### src/sv/ili_pkg.sv
// shared types and constants for the interval list intersection block
package ili_pkg;

	localparam int MAX_RANGES = 16;
	localparam int LETTER_W   = 21;
	localparam int IDX_W      = $clog2(MAX_RANGES);
	localparam int CNT_W      = $clog2(MAX_RANGES + 1);
	localparam int MODE_W     = 2;
	localparam int DATA_W     = 48;
	localparam int DATA_PAD   = DATA_W - 2 * LETTER_W;
	localparam int USER_W     = 2;

	localparam logic [MODE_W-1:0] MODE_LOAD_A = 2'd0;
	localparam logic [MODE_W-1:0] MODE_LOAD_B = 2'd1;
	localparam logic [MODE_W-1:0] MODE_RUN    = 2'd2;

	typedef logic [LETTER_W-1:0] letter_t;

	typedef struct packed {
		letter_t hi;
		letter_t lo;
	} range_t;

	typedef struct packed {
		logic             en;
		logic [IDX_W-1:0] addr;
		range_t           rng;
	} list_wr_t;

endpackage

### src/sv/interval_list_intersection.sv
// top level of the sorted interval list intersection block
//
// input channel (s_*): one transaction per command. tuser carries the mode:
// load into list a, load into list b, or run. a load gives no result;
// mode 3 is taken and ignored. a load into a full list (16 entries)
// is dropped and raises the overflow flag.
// a run walks both lists with a two-pointer merge. every overlap gives
// one output transaction (max of starts, min of ends); the final one has
// tlast set. with no overlap at all a single transaction with the empty
// flag and tlast goes out. after the run both lists and the flag clear.
// merge: a step runs the states check, a_below, b_below, start, end and
// push, and returns to check early when a below compare advances i or j;
// the single shared magnitude comparator does all four compares of a step
// in turn, and the list read is registered. s_tready is low for the whole run.
// output channel (m_*): one output register; one overlap is held back so
// that tlast is known, and the merge waits when the register is full and
// m_tready is low. nothing is lost under stall.
// reset (arst_n low) empties both lists, clears the overflow flag and the
// output valid; list contents are not cleared.
module interval_list_intersection (
	input  logic                         clk,
	input  logic                         arst_n,
	input  logic                         s_tvalid,
	output logic                         s_tready,
	input  logic [ili_pkg::DATA_W-1:0]   s_tdata,   // range_start, range_end, zero pad
	input  logic [ili_pkg::MODE_W-1:0]   s_tuser,   // mode
	output logic                         m_tvalid,
	input  logic                         m_tready,
	output logic [ili_pkg::DATA_W-1:0]   m_tdata,   // overlap_start, overlap_end, zero pad
	output logic [ili_pkg::USER_W-1:0]   m_tuser,   // empty_result, overflowed
	output logic                         m_tlast
);

	typedef enum logic [2:0] {
		ST_IDLE,
		ST_CHECK,
		ST_A_BELOW,
		ST_B_BELOW,
		ST_START,
		ST_END,
		ST_PUSH,
		ST_FINISH
	} state_t;

	state_t state_q;

	logic [ili_pkg::CNT_W-1:0] cnt_a_q, cnt_b_q;
	logic [ili_pkg::CNT_W-1:0] i_q, j_q;
	logic                      ovf_q;

	// held-back overlap and the one being built
	logic              pend_valid_q;
	ili_pkg::range_t   pend_q;
	ili_pkg::range_t   cur_q;

	// output register
	logic              out_valid_q;
	ili_pkg::range_t   out_rng_q;
	logic              out_empty_q;
	logic              out_ovf_q;
	logic              out_last_q;

	ili_pkg::list_wr_t wr_a, wr_b;
	ili_pkg::range_t   rd_a, rd_b;
	ili_pkg::range_t   in_rng;
	logic              in_fire;
	logic              out_free;
	logic              out_load;

	// shared comparator
	ili_pkg::letter_t  cmp_x, cmp_y;
	logic              cmp_lt;

	assign in_rng.lo = s_tdata[ili_pkg::LETTER_W-1:0];
	assign in_rng.hi = s_tdata[2*ili_pkg::LETTER_W-1:ili_pkg::LETTER_W];
	assign s_tready  = (state_q == ST_IDLE);
	assign in_fire   = s_tvalid && s_tready;
	assign out_free  = !out_valid_q || m_tready;
	// output register takes a new transaction this cycle
	assign out_load  = out_free &&
		(((state_q == ST_PUSH) && pend_valid_q) || (state_q == ST_FINISH));

	// list writes happen only on accepted loads with room left
	always_comb begin
		wr_a.en   = in_fire && (s_tuser == ili_pkg::MODE_LOAD_A) &&
			(cnt_a_q < ili_pkg::CNT_W'(ili_pkg::MAX_RANGES));
		wr_a.addr = cnt_a_q[ili_pkg::IDX_W-1:0];
		wr_a.rng  = in_rng;
		wr_b.en   = in_fire && (s_tuser == ili_pkg::MODE_LOAD_B) &&
			(cnt_b_q < ili_pkg::CNT_W'(ili_pkg::MAX_RANGES));
		wr_b.addr = cnt_b_q[ili_pkg::IDX_W-1:0];
		wr_b.rng  = in_rng;
	end

	ili_list u_list_a (
		.clk     (clk),
		.wr      (wr_a),
		.rd_addr (i_q[ili_pkg::IDX_W-1:0]),
		.rd_data (rd_a)
	);

	ili_list u_list_b (
		.clk     (clk),
		.wr      (wr_b),
		.rd_addr (j_q[ili_pkg::IDX_W-1:0]),
		.rd_data (rd_b)
	);

	// operand select per merge phase
	always_comb begin
		unique case (state_q)
			ST_A_BELOW: begin
				cmp_x = rd_a.hi;
				cmp_y = rd_b.lo;
			end
			ST_B_BELOW: begin
				cmp_x = rd_b.hi;
				cmp_y = rd_a.lo;
			end
			ST_START: begin
				cmp_x = rd_b.lo;
				cmp_y = rd_a.lo;
			end
			ST_END: begin
				cmp_x = rd_a.hi;
				cmp_y = rd_b.hi;
			end
			default: begin
				cmp_x = rd_a.hi;
				cmp_y = rd_b.hi;
			end
		endcase
	end

	assign cmp_lt = cmp_x < cmp_y;

	always_ff @(posedge clk or negedge arst_n) begin
		if (!arst_n) begin
			state_q      <= ST_IDLE;
			cnt_a_q      <= '0;
			cnt_b_q      <= '0;
			i_q          <= '0;
			j_q          <= '0;
			ovf_q        <= 1'b0;
			pend_valid_q <= 1'b0;
			out_valid_q  <= 1'b0;
		end else begin
			if (out_load) begin
				out_valid_q <= 1'b1;
			end else if (m_tready) begin
				out_valid_q <= 1'b0;
			end
			unique case (state_q)
				ST_IDLE: begin
					if (in_fire) begin
						priority case (s_tuser)
							ili_pkg::MODE_LOAD_A: begin
								if (wr_a.en) cnt_a_q <= cnt_a_q + 1'b1;
								else ovf_q <= 1'b1;
							end
							ili_pkg::MODE_LOAD_B: begin
								if (wr_b.en) cnt_b_q <= cnt_b_q + 1'b1;
								else ovf_q <= 1'b1;
							end
							ili_pkg::MODE_RUN: begin
								pend_valid_q <= 1'b0;
								state_q      <= ST_CHECK;
							end
							default: begin
							end
						endcase
					end
				end
				// list read data for i and j is ready after this cycle
				ST_CHECK: begin
					if ((i_q < cnt_a_q) && (j_q < cnt_b_q)) state_q <= ST_A_BELOW;
					else state_q <= ST_FINISH;
				end
				ST_A_BELOW: begin
					if (cmp_lt) begin
						i_q     <= i_q + 1'b1;
						state_q <= ST_CHECK;
					end else begin
						state_q <= ST_B_BELOW;
					end
				end
				ST_B_BELOW: begin
					if (cmp_lt) begin
						j_q     <= j_q + 1'b1;
						state_q <= ST_CHECK;
					end else begin
						state_q <= ST_START;
					end
				end
				ST_START: begin
					cur_q.lo <= cmp_lt ? rd_a.lo : rd_b.lo;
					state_q  <= ST_END;
				end
				// a tie advances list b
				ST_END: begin
					if (cmp_lt) begin
						cur_q.hi <= rd_a.hi;
						i_q      <= i_q + 1'b1;
					end else begin
						cur_q.hi <= rd_b.hi;
						j_q      <= j_q + 1'b1;
					end
					state_q <= ST_PUSH;
				end
				// send the held overlap if there is one, keep the new one back
				ST_PUSH: begin
					if (!pend_valid_q) begin
						pend_q       <= cur_q;
						pend_valid_q <= 1'b1;
						state_q      <= ST_CHECK;
					end else if (out_free) begin
						out_rng_q   <= pend_q;
						out_empty_q <= 1'b0;
						out_ovf_q   <= ovf_q;
						out_last_q  <= 1'b0;
						pend_q      <= cur_q;
						state_q     <= ST_CHECK;
					end
				end
				ST_FINISH: begin
					if (out_free) begin
						out_rng_q   <= pend_valid_q ? pend_q : '0;
						out_empty_q <= !pend_valid_q;
						out_ovf_q   <= ovf_q;
						out_last_q  <= 1'b1;
						pend_valid_q <= 1'b0;
						cnt_a_q     <= '0;
						cnt_b_q     <= '0;
						i_q         <= '0;
						j_q         <= '0;
						ovf_q       <= 1'b0;
						state_q     <= ST_IDLE;
					end
				end
				default: begin
					state_q <= ST_IDLE;
				end
			endcase
		end
	end

	assign m_tvalid = out_valid_q;
	assign m_tdata  = {{ili_pkg::DATA_PAD{1'b0}}, out_rng_q.hi, out_rng_q.lo};
	assign m_tuser  = {out_ovf_q, out_empty_q};
	assign m_tlast  = out_last_q;

endmodule

### src/sv/ili_list.sv
// range list storage with one write port and one registered read port
module ili_list (
	input  logic                    clk,
	input  ili_pkg::list_wr_t       wr,
	input  logic [ili_pkg::IDX_W-1:0] rd_addr,
	output ili_pkg::range_t         rd_data
);

	ili_pkg::range_t mem_q [ili_pkg::MAX_RANGES];
	ili_pkg::range_t rd_q;

	always_ff @(posedge clk) begin
		if (wr.en) begin
			mem_q[wr.addr] <= wr.rng;
		end
		rd_q <= mem_q[rd_addr];
	end

	assign rd_data = rd_q;

endmodule
### config.mk
export PLATFORM = sky130hd
export DESIGN_NAME = interval_list_intersection
export DESIGN_NICKNAME = d
export VERILOG_FILES = /design/src/sv/ili_pkg.sv /design/src/sv/interval_list_intersection.sv /design/src/sv/ili_list.sv
export SDC_FILE = /design/constraint.sdc
export NUM_CORES = 2
export LEC_CHECK = 0
export ABC_AREA = 1
export CAP_MARGIN = 25
export CORE_MARGIN = 5
export CORE_UTILIZATION = 44
export CTS_CLUSTER_DIAMETER = 40
export DETAILED_ROUTE_END_ITERATION = 7
export DONT_BUFFER_PORTS = 1
export GPL_ROUTABILITY_DRIVEN = 0
export PLACE_DENSITY = 0.58
export SKIP_CTS_REPAIR_TIMING = 1
export SYNTH_ARGS = -nofsm -noshare
export SYNTH_HDL_FRONTEND = slang
export SYNTH_HIERARCHICAL = 1
export SYNTH_SLANG_ARGS = --single-unit
### constraint.sdc
create_clock -name clk -period 4.7 [get_ports clk]
set_input_delay 0.235 -clock clk [delete_from_list [all_inputs] [get_ports clk]]
set_output_delay 0.235 -clock clk [all_outputs]
set_load 0.02 [all_outputs]
==> metrics.md <==
| Metric | Value |
|---|---|
| Clk_skew | `~68 ps` |
| Vias in the first global route | `41.2k` |
| Post-route ant nets | `0` |
| Die W | `399 microns` |
| Tightest Hold Check Type | `in2reg` |
| H-tree depth reported by CTS | `4` |
| Hold Crit Depth | `3` |
| Synthesized area per cell | `between 10 and 15 sq um` |
| Worst setup path category | `reg2reg` |
| Yosys warning count | `6` |
| RSZ-0062 raised after global routing | `no` |
| Synth cell types | `42` |
| Die area | `about 0.16 sq mm` |
| Area leader, netlist | `edfxtp_1` |
| Top Ports | `107` |
| Final Routed Wirelength | `around 180000 microns` |
| Ys async rst share | `between 1.5 and 2%` |
| Area of the core | `0.150 sq mm` |
| Pre-antenna DRT Iters | `5` |
| Final number of setup-violating endpoints | `0` |
| Row count | `about 140` |
| Worst Tran Pin Value | `between 1000 and 1500 ps` |
| P per Cell Area | `605 mW/mm^2` |
| Final hold slack | `-58.1 ps` |
| Slowest cell on crit path | `dfrtp_1` |
| CP cell instances | `inv_2 -> nand3_1 -> nand2_1 -> buf_4 -> inv_1 -> o22ai_1 -> a21oi_1 -> ha_1 -> a21oi_1 -> o21ai_0 -> nand2_1 -> o211ai_1 -> nor2_1 -> nand2_4 -> o21ai_2 -> nand3_2 -> nand2_1 -> nand2_1` |
| Share of cells above drive strength 1 | `8.52%` |
| Fin crit period | `3970 ps` |
| Top post-synthesis cells by area | `edfxtp_1 (66%), nand2_1 (11%), nand3_1 (7.7%)` |
| DR iter-0 viols | `between 4k and 5k` |
| Met3 wire length | `~13000 microns` |
| Final Hold Viols | `2` |
| Worst vdd ir | `approximately 0.52 mV` |
| Cell mode on critical path | `nand2_1` |
| Failing checks | `hold timing` |
| CTS tree | `built` |
| Post-Syn Instances | `6317` |
| GRT Total Usage | `a little under a quarter` |
| Highest clock rate | `roughly 0.25 GHz` |
| #FFs+latches synth | `1583` |
| Reg2Reg Depth | `18` |
| Port Buf Inserts | `0` |
| Cell depth of the worst setup path | `18` |
| Crit. End Element | `flop` |
| Metal-1 WL | `78200 microns` |
| Worst Path Arrival | `4680 ps` |
| Total CTS buffers | `approximately 210` |
| Worst Setup Start Kind | `flop` |
| Status | `finished with violations` |
| Overflow after GRT | `0` |
| Final core occ | `between 50% and 60%` |
| Top FF cell, synth | `edfxtp_1` |
| Clk sinks | `about 1.6k` |
| Initial core utilization | `approximately 44%` |
| Worst path max stage delay | `between 400 and 500 ps` |
| WL per Instance | `between 20 and 25 microns` |
| Max Cap Violations | `0` |
| Post-synthesis sequential area ratio | `69.9%` |
| Final Max Slew Viols | `0` |
| Top cells by count, synth | `nand2_1 (1896), edfxtp_1 (1473), inv_1 (1160)` |
| Post-synth top area share | `66.4%` |
| Leak Pwr | `between 30 and 40 nW` |
| Delay-heaviest family, CP | `simple AND/OR/NAND/NOR gates` |
| Fill count | `12.9k` |
| Placed Area | `roughly 0.069 sq mm` |
| Most common cell in the synthesized netlist | `nand2_1` |
| Nets@finish | `around 6.5k` |
| Final Cell Area | `just under 0.08 sq mm` |
| Clk Latency, worst-skew pair | `about 840 ps` |
| Slew margin rel. | `around 27%` |
| Root Driver | `clkbuf_16` |
| Largest net degree at the start of global routing | `between 150 and 200` |
| Highest metal used | `met5` |
| Final Cycle Share | `a little over four fifths` |
| Drt drc | `0` |
| Setup_tns | `0 ps` |
| CP Max Fanout | `52` |
| DR vias | `44.1k` |
| Initial antenna violation count | `4` |
| Flop-to-flop setup slack | `approximately 730 ps` |
| Via density | `roughly 5.1` |
| Layout area overhead | `16.7%` |
| Worst EP required | `about 5400 ps` |
| WP buf/inv | `3` |
| Die Ht | `399 microns` |
| Maximum root-to-sink buffer count | `3` |
| First-pass GRT wire length | `~270000 microns` |
| Clock edge transition at the registers on the reported setup and hold paths | `50 ps` |
| Post-Syn Area | `between 0.06 and 0.07 sq mm` |
| Number of synthesized flops with an enable pin | `between 1k and 1.5k` |
| DP HPWL | `around 100000 microns` |
| Routed wl met2 | `between 80000 and 90000 microns` |
[worst register-to-register path, cell delays in order, from the launching register on]
cell,delay [ps]
dfrtp_1,410
inv_2,160
nand3_1,130
nand2_1,130
buf_4,290
inv_1,390
o22ai_1,260
a21oi_1,70
ha_1,340
a21oi_1,140
o21ai_0,90
nand2_1,70
o211ai_1,110
nor2_1,240
nand2_4,380
o21ai_2,300
nand3_2,170
nand2_1,100
nand2_1,70
[per-layer routing]
layer  up-vias  track usage [%]
li1      20800                -
met1     21500             31.6
met2      1590             36.5
met3       270             4.00
met4         2             6.77
met5         -                0
[through the flow]
step | total power [mW] | worst slack (ps) | instances | hold slack (ps)
2_1_floorplan | 26.4 | 300 | 6322 | -60.6
3_3_place_gp | 30.6 | 934 | 8124 | -57.7
3_5_place_dp | 30.8 | 848 | 8124 | -58.0
4_1_cts | 46.9 | 805 | 8526 | -975
5_1_grt | 49.4 | 432 | 8622 | 2.10
6_report | 47.0 | 730 | 8628 | -58.1
[sequential cells by signal (all words and copies together) (netlist names), 3 cells and up]
signal	cells
j_q	5
cnt_b_q	5
pend_q	42
cnt_a_q	5
u_list_b/mem_q	672
u_list_b/rd_data	42
cur_q	42
u_list_a/mem_q	672
state_q	3
i_q	5
u_list_a/rd_data	42
m_tdata	42
[worst paths after layout]
path / from / to
max in group asynchronous: arst_n / j_q[1]
max: state_q[2] / i_q[2]
min: s_tuser[1] / state_q[0]
min reg2reg: cur_q[29] / pend_q[29]
max reg2reg: state_q[2] / i_q[2]
min in group asynchronous: arst_n / m_tvalid
[layout by cell type (no fill, tap or decap), types with 41 or more instances in the layout]
master         Yosys  layout
inv_1           1160    1158
buf_4             10      68
buf_12             0      70
nand2_1         1896    1896
clkbuf_16          0     211
edfxtp_1        1473    1473
nand3_1         1027    1027
dlygate4sd3_1      0      52
nor2_1           109      75
dfxtp_1           84      84
a21oi_1           41      41
[logic make-up after synthesis]
kind of cell    count (synthesis)  share of synthesized area (%)
compound gates                148                           1.32
xor+xnor                        6                         0.0789
fa+ha+maj                      32                          0.601
buf+inv                      1480                           8.71
flops                        1583                           69.9
other cells                     1                        0.00563
simple gates                 3067                           19.4
[layout make-up]
class / count / area (sq um) / share of cell area [%]
multi-input combinational: 3259 / 14500 / 18.7
timing repair buffer: 191 / 2450 / 3.15
sequential: 1583 / 46600 / 59.9
antenna: 6 / 15.0 / 0.0193
tap: 2016 / 2520 / 3.24
clock buffer: 255 / 5560 / 7.15
inverter: 1171 / 4430 / 5.69
clock inverter: 147 / 1660 / 2.14
[where the power goes]
| part | switching, mW | leakage (nW) | internal (mW) |
|---|---|---|---|
| Combinational | 9.60 | 14.8 | 3.83 |
| Clock | 6.36 | 3.45 | 9.66 |
| Sequential | 1.06 | 14.3 | 16.5 |
| Total | 17.0 | 32.5 | 30.0 |
(Power assumes the default switching activity.)
